### config.mk
export PLATFORM = sky130hd
export DESIGN_NAME = thread_pool_queue_manager
export DESIGN_NICKNAME = d
export VERILOG_FILES = /design/src/hw/rtl/tpqm_pkg.sv /design/src/hw/rtl/tpqm_link_ram.sv /design/src/hw/rtl/thread_pool_queue_manager.sv
export SDC_FILE = /design/constraint.sdc
export NUM_CORES = 1
export LEC_CHECK = 0
export BUFFER_PORTS_ARGS = -buffer_cell sky130_fd_sc_hd__buf_2
export CAP_MARGIN = 20
export CELL_PAD_IN_SITES_DETAIL_PLACEMENT = 0
export CELL_PAD_IN_SITES_GLOBAL_PLACEMENT = 1
export CORE_ASPECT_RATIO = 0.7
export CORE_MARGIN = 2
export CORE_UTILIZATION = 40
export CTS_BUF_LIST = sky130_fd_sc_hd__clkbuf_8
export DETAILED_ROUTE_END_ITERATION = 10
export GPL_TIMING_DRIVEN = 0
export PLACE_DENSITY = 0.59
export SLEW_MARGIN = 20
export SYNTH_ARGS = -nofsm -noshare
export SYNTH_HDL_FRONTEND = slang
export SYNTH_HIERARCHICAL = 1
export SYNTH_SLANG_ARGS = --single-unit
### constraint.sdc
create_clock -name clk_i -period 5.6 [get_ports clk_i]
set_clock_uncertainty 0.05 [all_clocks]
set_input_delay 0.56 -clock clk_i [delete_from_list [all_inputs] [get_ports clk_i]]
set_output_delay 0.56 -clock clk_i [all_outputs]
set_load 0.005 [all_outputs]
### src/hw/rtl/tpqm_pkg.sv
`default_nettype none

package tpqm_pkg;

  localparam int unsigned IDX_W      = 5;
  localparam int unsigned LINK_DEPTH = 32;
  localparam int unsigned OP_W       = 3;

  localparam logic [IDX_W-1:0] STEP_LAST = IDX_W'(LINK_DEPTH - 1);

  typedef enum logic [OP_W-1:0] {
    OP_ALLOC     = 3'd0,
    OP_FREE      = 3'd1,
    OP_INS_FRONT = 3'd2,
    OP_INS_BACK  = 3'd3,
    OP_RM_HEAD   = 3'd4,
    OP_RM_ENTRY  = 3'd5,
    OP_HEAD      = 3'd6
  } op_e;

  typedef struct packed {
    logic [OP_W-1:0]  opcode;
    logic             tail_valid;
    logic [IDX_W-1:0] tail_index;
    logic [IDX_W-1:0] entry_index;
  } tpqm_req_t;

  typedef struct packed {
    logic             found_valid;
    logic [IDX_W-1:0] found_index;
    logic             new_tail_valid;
    logic [IDX_W-1:0] new_tail_index;
  } tpqm_rsp_t;

endpackage

`default_nettype wire

### src/hw/rtl/tpqm_link_ram.sv
`default_nettype none

module tpqm_link_ram
  import tpqm_pkg::*;
(
  input  wire logic             clk_i,
  input  wire logic             we_i,
  input  wire logic [IDX_W-1:0] waddr_i,
  input  wire logic [IDX_W-1:0] wdata_i,
  input  wire logic [IDX_W-1:0] raddr_i,
  output logic      [IDX_W-1:0] rdata_o
);

  logic [IDX_W-1:0] mem [LINK_DEPTH];
  logic [IDX_W-1:0] rdata_q;

  always_ff @(posedge clk_i) begin
    if (we_i) begin
      mem[waddr_i] <= wdata_i;
    end
  end

  always_ff @(posedge clk_i) begin
    rdata_q <= mem[raddr_i];
  end

  assign rdata_o = rdata_q;

endmodule

`default_nettype wire

### src/hw/rtl/thread_pool_queue_manager.sv
`default_nettype none

// Pool allocator and circular doubly linked queue manager. One transaction is
// taken while busy is low and start is high; its result appears on rsp_o with
// done_o, high for exactly one cycle, and the receiver cannot stall it. Alloc,
// free, the unused opcode and any queue operation on an empty queue answer in
// the cycle after acceptance and a new transaction may follow at once. Head goes
// through S_HEAD_R, remove head through S_RMH_H and, but for a lone entry,
// S_RMH_N, insert front or back through S_INS_W1 and S_INS_W2. Remove entry
// walks the next-link memory one entry per cycle from the tail; a hit goes on
// through S_RME_R and, if other entries remain, S_RME_W; a miss ends at the tail
// or at step STEP_LAST. The item after a done cycle may be accepted in that
// same cycle. Link memories need no initialization pass.
module thread_pool_queue_manager
  import tpqm_pkg::*;
#(
  parameter int unsigned NUM_ENTRIES = 32
) (
  input  wire logic      clk_i,
  input  wire logic      rst_ni,
  input  wire logic      start,
  output logic           busy,
  input  wire tpqm_req_t req_i,
  output logic           done_o,
  output tpqm_rsp_t      rsp_o
);

  typedef enum logic [8:0] {
    S_IDLE   = 9'b000000001,
    S_INS_W1 = 9'b000000010,
    S_INS_W2 = 9'b000000100,
    S_RMH_H  = 9'b000001000,
    S_RMH_N  = 9'b000010000,
    S_HEAD_R = 9'b000100000,
    S_WALK   = 9'b001000000,
    S_RME_R  = 9'b010000000,
    S_RME_W  = 9'b100000000
  } state_e;

  state_e                 state_q, state_d;
  tpqm_req_t              req_q, req_d;
  logic [IDX_W-1:0]       aux_q, aux_d;
  logic [IDX_W-1:0]       step_q, step_d;
  logic                   first_q, first_d;
  logic [NUM_ENTRIES-1:0] used_q, used_d;
  tpqm_rsp_t              rsp_q, rsp_d;
  logic                   done_q, done_d;

  logic                   next_we, prev_we;
  logic [IDX_W-1:0]       next_waddr, next_wdata, prev_waddr, prev_wdata;
  logic [IDX_W-1:0]       next_raddr, prev_raddr;
  logic [IDX_W-1:0]       next_rdata, prev_rdata;

  logic [NUM_ENTRIES-1:0] free_vec, low_vec, clr_vec;
  logic [IDX_W-1:0]       alloc_idx;
  logic                   any_free;
  logic [IDX_W-1:0]       cur;
  logic                   accept;

  function automatic tpqm_rsp_t pack_rsp(input logic fv, input logic [IDX_W-1:0] fi,
                                         input logic tv, input logic [IDX_W-1:0] ti);
    tpqm_rsp_t r;
    r.found_valid    = fv;
    r.found_index    = fv ? fi : '0;
    r.new_tail_valid = tv;
    r.new_tail_index = tv ? ti : '0;
    return r;
  endfunction

  tpqm_link_ram u_next_ram (
    .clk_i   (clk_i),
    .we_i    (next_we),
    .waddr_i (next_waddr),
    .wdata_i (next_wdata),
    .raddr_i (next_raddr),
    .rdata_o (next_rdata)
  );

  tpqm_link_ram u_prev_ram (
    .clk_i   (clk_i),
    .we_i    (prev_we),
    .waddr_i (prev_waddr),
    .wdata_i (prev_wdata),
    .raddr_i (prev_raddr),
    .rdata_o (prev_rdata)
  );

  assign busy   = (state_q != S_IDLE);
  assign accept = start && !busy;

  always_comb begin
    free_vec  = ~used_q;
    low_vec   = free_vec & (~free_vec + NUM_ENTRIES'(1));
    any_free  = |free_vec;
    alloc_idx = '0;
    clr_vec   = '0;
    for (int i = 0; i < NUM_ENTRIES; i++) begin
      if (low_vec[i]) begin
        alloc_idx = alloc_idx | IDX_W'(i);
      end
      if (req_i.entry_index == IDX_W'(i)) begin
        clr_vec[i] = 1'b1;
      end
    end
  end

  always_comb begin
    state_d    = state_q;
    req_d      = req_q;
    aux_d      = aux_q;
    step_d     = step_q;
    first_d    = first_q;
    used_d     = used_q;
    rsp_d      = rsp_q;
    done_d     = 1'b0;
    next_we    = 1'b0;
    prev_we    = 1'b0;
    next_waddr = req_q.entry_index;
    next_wdata = req_q.entry_index;
    prev_waddr = req_q.entry_index;
    prev_wdata = req_q.entry_index;
    next_raddr = req_q.tail_index;
    prev_raddr = req_q.entry_index;
    cur        = first_q ? req_q.tail_index : next_rdata;

    unique case (state_q)
      S_IDLE: begin
        if (accept) begin
          req_d      = req_i;
          next_raddr = req_i.tail_index;
          rsp_d      = pack_rsp(1'b0, '0, req_i.tail_valid, req_i.tail_index);
          unique case (op_e'(req_i.opcode)) inside
            OP_ALLOC: begin
              done_d = 1'b1;
              if (any_free) begin
                used_d = used_q | low_vec;
                rsp_d  = pack_rsp(1'b1, alloc_idx, req_i.tail_valid, req_i.tail_index);
              end
            end
            OP_FREE: begin
              done_d = 1'b1;
              used_d = used_q & ~clr_vec;
            end
            OP_INS_FRONT, OP_INS_BACK: begin
              if (req_i.tail_valid) begin
                state_d = S_INS_W1;
              end else begin
                next_we    = 1'b1;
                prev_we    = 1'b1;
                next_waddr = req_i.entry_index;
                next_wdata = req_i.entry_index;
                prev_waddr = req_i.entry_index;
                prev_wdata = req_i.entry_index;
                rsp_d      = pack_rsp(1'b0, '0, 1'b1, req_i.entry_index);
                done_d     = 1'b1;
              end
            end
            OP_RM_HEAD: begin
              if (req_i.tail_valid) begin
                state_d = S_RMH_H;
              end else begin
                done_d = 1'b1;
              end
            end
            OP_HEAD: begin
              if (req_i.tail_valid) begin
                state_d = S_HEAD_R;
              end else begin
                done_d = 1'b1;
              end
            end
            OP_RM_ENTRY: begin
              if (req_i.tail_valid) begin
                state_d = S_WALK;
                first_d = 1'b1;
                step_d  = '0;
              end else begin
                done_d = 1'b1;
              end
            end
            default: begin
              done_d = 1'b1;
            end
          endcase
        end
      end
      S_INS_W1: begin
        aux_d      = next_rdata;
        next_we    = 1'b1;
        next_waddr = req_q.entry_index;
        next_wdata = next_rdata;
        prev_we    = 1'b1;
        prev_waddr = req_q.entry_index;
        prev_wdata = req_q.tail_index;
        state_d    = S_INS_W2;
      end
      S_INS_W2: begin
        next_we    = 1'b1;
        next_waddr = req_q.tail_index;
        next_wdata = req_q.entry_index;
        prev_we    = 1'b1;
        prev_waddr = (req_q.entry_index == req_q.tail_index) ? req_q.entry_index : aux_q;
        prev_wdata = req_q.entry_index;
        rsp_d      = pack_rsp(1'b0, '0, 1'b1,
                              (op_e'(req_q.opcode) == OP_INS_BACK) ? req_q.entry_index
                                                                   : req_q.tail_index);
        done_d     = 1'b1;
        state_d    = S_IDLE;
      end
      S_RMH_H: begin
        if (next_rdata == req_q.tail_index) begin
          rsp_d   = pack_rsp(1'b1, next_rdata, 1'b0, '0);
          done_d  = 1'b1;
          state_d = S_IDLE;
        end else begin
          aux_d      = next_rdata;
          next_raddr = next_rdata;
          state_d    = S_RMH_N;
        end
      end
      S_RMH_N: begin
        prev_we    = 1'b1;
        prev_waddr = next_rdata;
        prev_wdata = req_q.tail_index;
        next_we    = 1'b1;
        next_waddr = req_q.tail_index;
        next_wdata = next_rdata;
        rsp_d      = pack_rsp(1'b1, aux_q, 1'b1, req_q.tail_index);
        done_d     = 1'b1;
        state_d    = S_IDLE;
      end
      S_HEAD_R: begin
        rsp_d   = pack_rsp(1'b1, next_rdata, 1'b1, req_q.tail_index);
        done_d  = 1'b1;
        state_d = S_IDLE;
      end
      S_WALK: begin
        if (!first_q && (cur == req_q.tail_index)) begin
          rsp_d   = pack_rsp(1'b0, '0, 1'b1, req_q.tail_index);
          done_d  = 1'b1;
          state_d = S_IDLE;
        end else if (cur == req_q.entry_index) begin
          next_raddr = req_q.tail_index;
          prev_raddr = req_q.entry_index;
          state_d    = S_RME_R;
        end else if (step_q == STEP_LAST) begin
          rsp_d   = pack_rsp(1'b0, '0, 1'b1, req_q.tail_index);
          done_d  = 1'b1;
          state_d = S_IDLE;
        end else begin
          next_raddr = cur;
          step_d     = step_q + IDX_W'(1);
          first_d    = 1'b0;
        end
      end
      S_RME_R: begin
        if (next_rdata == req_q.tail_index) begin
          rsp_d   = pack_rsp(1'b1, req_q.entry_index, 1'b0, '0);
          done_d  = 1'b1;
          state_d = S_IDLE;
        end else begin
          aux_d      = prev_rdata;
          next_raddr = req_q.entry_index;
          state_d    = S_RME_W;
        end
      end
      S_RME_W: begin
        next_we    = 1'b1;
        next_waddr = aux_q;
        next_wdata = next_rdata;
        prev_we    = 1'b1;
        prev_waddr = next_rdata;
        prev_wdata = aux_q;
        rsp_d      = pack_rsp(1'b1, req_q.entry_index, 1'b1,
                              (req_q.tail_index == req_q.entry_index) ? aux_q
                                                                      : req_q.tail_index);
        done_d     = 1'b1;
        state_d    = S_IDLE;
      end
      default: begin
        state_d = S_IDLE;
      end
    endcase
  end

  always_ff @(posedge clk_i or negedge rst_ni) begin
    if (!rst_ni) begin
      state_q <= S_IDLE;
      used_q  <= '0;
      done_q  <= 1'b0;
      first_q <= 1'b0;
      step_q  <= '0;
    end else begin
      state_q <= state_d;
      used_q  <= used_d;
      done_q  <= done_d;
      first_q <= first_d;
      step_q  <= step_d;
    end
  end

  always_ff @(posedge clk_i) begin
    req_q <= req_d;
    aux_q <= aux_d;
    rsp_q <= rsp_d;
  end

  assign done_o = done_q;
  assign rsp_o  = rsp_q;

  // every accepted transaction either answers next cycle or holds the block busy
  assert property (@(posedge clk_i) disable iff (!rst_ni)
    accept |=> (done_o || busy))
    else $error("accepted transaction neither answered nor in progress");

  assert property (@(posedge clk_i) disable iff (!rst_ni)
    $fell(busy) |-> done_o)
    else $error("sequencer returned to idle without a result");

  assert property (@(posedge clk_i) disable iff (!rst_ni)
    (accept && (op_e'(req_i.opcode) == OP_ALLOC)) |=> done_o && !busy)
    else $error("alloc did not answer in one cycle");

  assert property (@(posedge clk_i) disable iff (!rst_ni)
    (done_o && rsp_o.found_valid && $past(accept)
     && ($past(req_i.opcode) == OP_ALLOC))
    |-> ((($past(used_q) >> rsp_o.found_index) & NUM_ENTRIES'(1)) == '0))
    else $error("alloc returned an entry already in use");

endmodule

`default_nettype wire
==> out/metrics.csv <==
metric,value,unit
finalHoldViolCount,0,
drtAntennaViolNets,0,
via_per_inst,5.75,
grtUsageTotal,0.203,
drtIter0Drc,1000,
core.rowCount,65,
stdcell_area,20300,um2
placed_cell_area,19000,um2
final_util,0.454,
cp.required,6090,ps
cts.root.buffer_cell,clkbuf_8,
regToRegStartpoint,first_q,
cts_sinks,408,
fp.dieW,258,um
hold_start,req_i[2],
die_h,182,um
wl,46700,um
clk_transition_reported_paths,60,ps
crit_path_start_kind,flop,
yosysWarnings,6,
r2r_setup_slack,380,ps
grt_max_degree,49,
cts_buffer_depth,3,
period_share,0.932,
critPathMaxFanout,10,
area_growth,12.6,%
synth_area,18100,um2
p_per_area,436,nW/um2
slew-limit-headroom,0.311,
syn_nets,1191,
ys_types,78,
worstRegToRegCells,12,
ioPinCount,31,
cp_cell_sequence,clkbuf_1 > mux2i_1 > xnor2_1 > nor4_2 > a2111oi_4 > o32ai_2 > nor3_4 > o21ai_0 > clkbuf_1 > mux4_2 > mux4_2 > mux2_2,
syn_inst,1172,
critPathMaxStageDelay,750,ps
yosys_most_used_dff,edfxtp_1,
fin_cells,1935,
cts_made_buffers,69,
coreArea,44800,um2
maxSlewViolCount,0,
die_area,46900,um2
port_buffers,30,
cts_resized,0,
hold_path.class,primary input to flop,
ctsHoldBuffers,1,
antenna_found_initial,2,
dp_hpwl,32100,um
firstDrtPassIters,5,
tightestPinTransition,1020,ps
p_leak,6.76,nW
nFillCells,3983,
fin_setup_tns,0,ps
placedCellCount,1807,
reg2reg_to,u_next_ram/rdata_o[1],
whs_endpoint,req_q[2],
worst_slack,381,ps
synth.largest_area_cell,edfxtp_1,
drc,0,
crit_arrival,5710,ps
routedWlPerCell,24.2,um
status,finished clean,
synth_edf_count,350,
drv_cap,0,
nets,1295,
start_util,0.403,
grt_first_pass_wirelength,70100,um
final_cell_mix,"350 x edfxtp_1, 112 x nor2_1, 100 x mux4_2",
synthArstFlopShare,0.118,
slowest_stage,nor4_2,
setup_viol,0,
ys_ff_latch,408,
whs_path_depth,1,
ys_seq_area_frac,0.659,
grt_pass1_vias,10800,
crit_type,flop to flop,
cts_tree,built,
vias,11100,
post_cts_buffers,0,
yosysTopAreaCellShare,0.582,
rsz0062_at_grt,no,
max_freq,0.192,GHz
grt_overflow,0,
clkLatencyLatePin,650,ps
htreeDepth,3,
gp_congestion,0.880,
synth_area_per_cell,15.4,um2
end_kind,flop,
layout-drive-gt1-share,0.217,
fin_crit,5220,ps
synth_area_leaders,"edfxtp_1 58%, mux4_2 12%, dfrtp_1 6.5%, nor2_1 2.3%, o21ai_0 1.5%",
peakVddDrop,0.210,mV
preCtsSetupSlack,475,ps
mostFrequentLayoutCell,edfxtp_1,
registers in the layout, indices dropped and copies added (netlist names), 5 cells and up:
| register | count |
|---|---|
| rsp_o | 12 |
| u_next_ram/rdata_o | 5 |
| req_q | 13 |
| u_prev_ram/rdata_o | 5 |
| used_q | 32 |
| step_q | 5 |
| u_prev_ram/mem | 160 |
| aux_q | 5 |
| u_next_ram/mem | 160 |
| state_q | 9 |
per-layer routing:
layer	GRT usage	vias up	part of all wire
met4	0.0474	0	0.016
met5	0	-	0
met2	0.267	433	0.40
met3	0.0466	61	0.076
met1	0.334	5699	0.51
li1	-	4932	-
worst max-delay path: cells and delay by family (launching register included):
| kind | cells | cell delay, ps |
|---|---|---|
| buf+inv | 2 | 1040 |
| compound gates | 3 | 1190 |
| flops | 1 | 320 |
| xor+xnor | 1 | 100 |
| simple gates | 2 | 840 |
| mux | 4 | 1550 |
report_power, final:
part | leakage, nW | total (W) | internal (W) | switching [W]
Sequential | 3.91 | 0.00397 | 0.00389 | 0.0000849
Combinational | 2.10 | 0.00235 | 0.000849 | 0.00150
Clock | 0.749 | 0.00254 | 0.00131 | 0.00124
cells by family (layout without fill, tap and decap cells):
logic type	Yosys count	count (layout)	synth area share
buf+inv	85	244	0.0190
other cells	0	1	0
fa+ha+maj	2	2	0.00138
flops	408	408	0.659
simple gates	341	341	0.0967
xor+xnor	21	21	0.0102
mux	121	121	0.137
compound gates	194	194	0.0762
synthesized netlist by cell type, drive strengths merged, types with 8 or more instances:
master,instances
xnor2,16
inv,22
and2,11
or3,13
nand3b,12
a221oi,11
buf,18
mux4,100
or3b,9
a221o,21
nor4,9
or2,8
a21oi,36
nand4,8
dfxtp,10
nand2b,9
mux2,15
nor2b,9
clkbuf,44
nand3,27
a22oi,8
nor2,112
edfxtp,350
nand2,61
nor3,29
o21ai,54
dfrtp,47
area by class of cell:
class | instances | area [um2] | share of cell area
flip-flops and latches | 408 | 11900 | 0.586
multi-input cells | 679 | 5840 | 0.287
clock buffers | 72 | 991 | 0.0487
well taps | 603 | 754 | 0.0371
clock inverters | 54 | 323 | 0.0159
plain buffers | 62 | 258 | 0.0127
repair buffers | 33 | 173 | 0.00849
inverters | 23 | 86.3 | 0.00424
diodes | 1 | 2.50 | 0.000123
worst max path at each step:
stage,from,end,depth (start not counted)
final,first_q,u_next_ram/rdata_o[1],12
after detailed placement,first_q,u_next_ram/rdata_o[1],12
after global placement,first_q,u_next_ram/rdata_o[1],12
after floorplan,state_q[3],u_next_ram/rdata_o[0],13
after global routing,first_q,u_next_ram/rdata_o[2],12
after CTS,first_q,u_next_ram/rdata_o[1],12
stage by stage:
step / total power (W) / hold slack (ps)
floorplan: 0.00554 / 214
global placement: 0.00635 / 409
detailed placement: 0.00640 / 425
CTS: 0.00896 / 73.8
global route: 0.00929 / 69.2
finish: 0.00887 / 105
(Power assumes the default switching activity.)
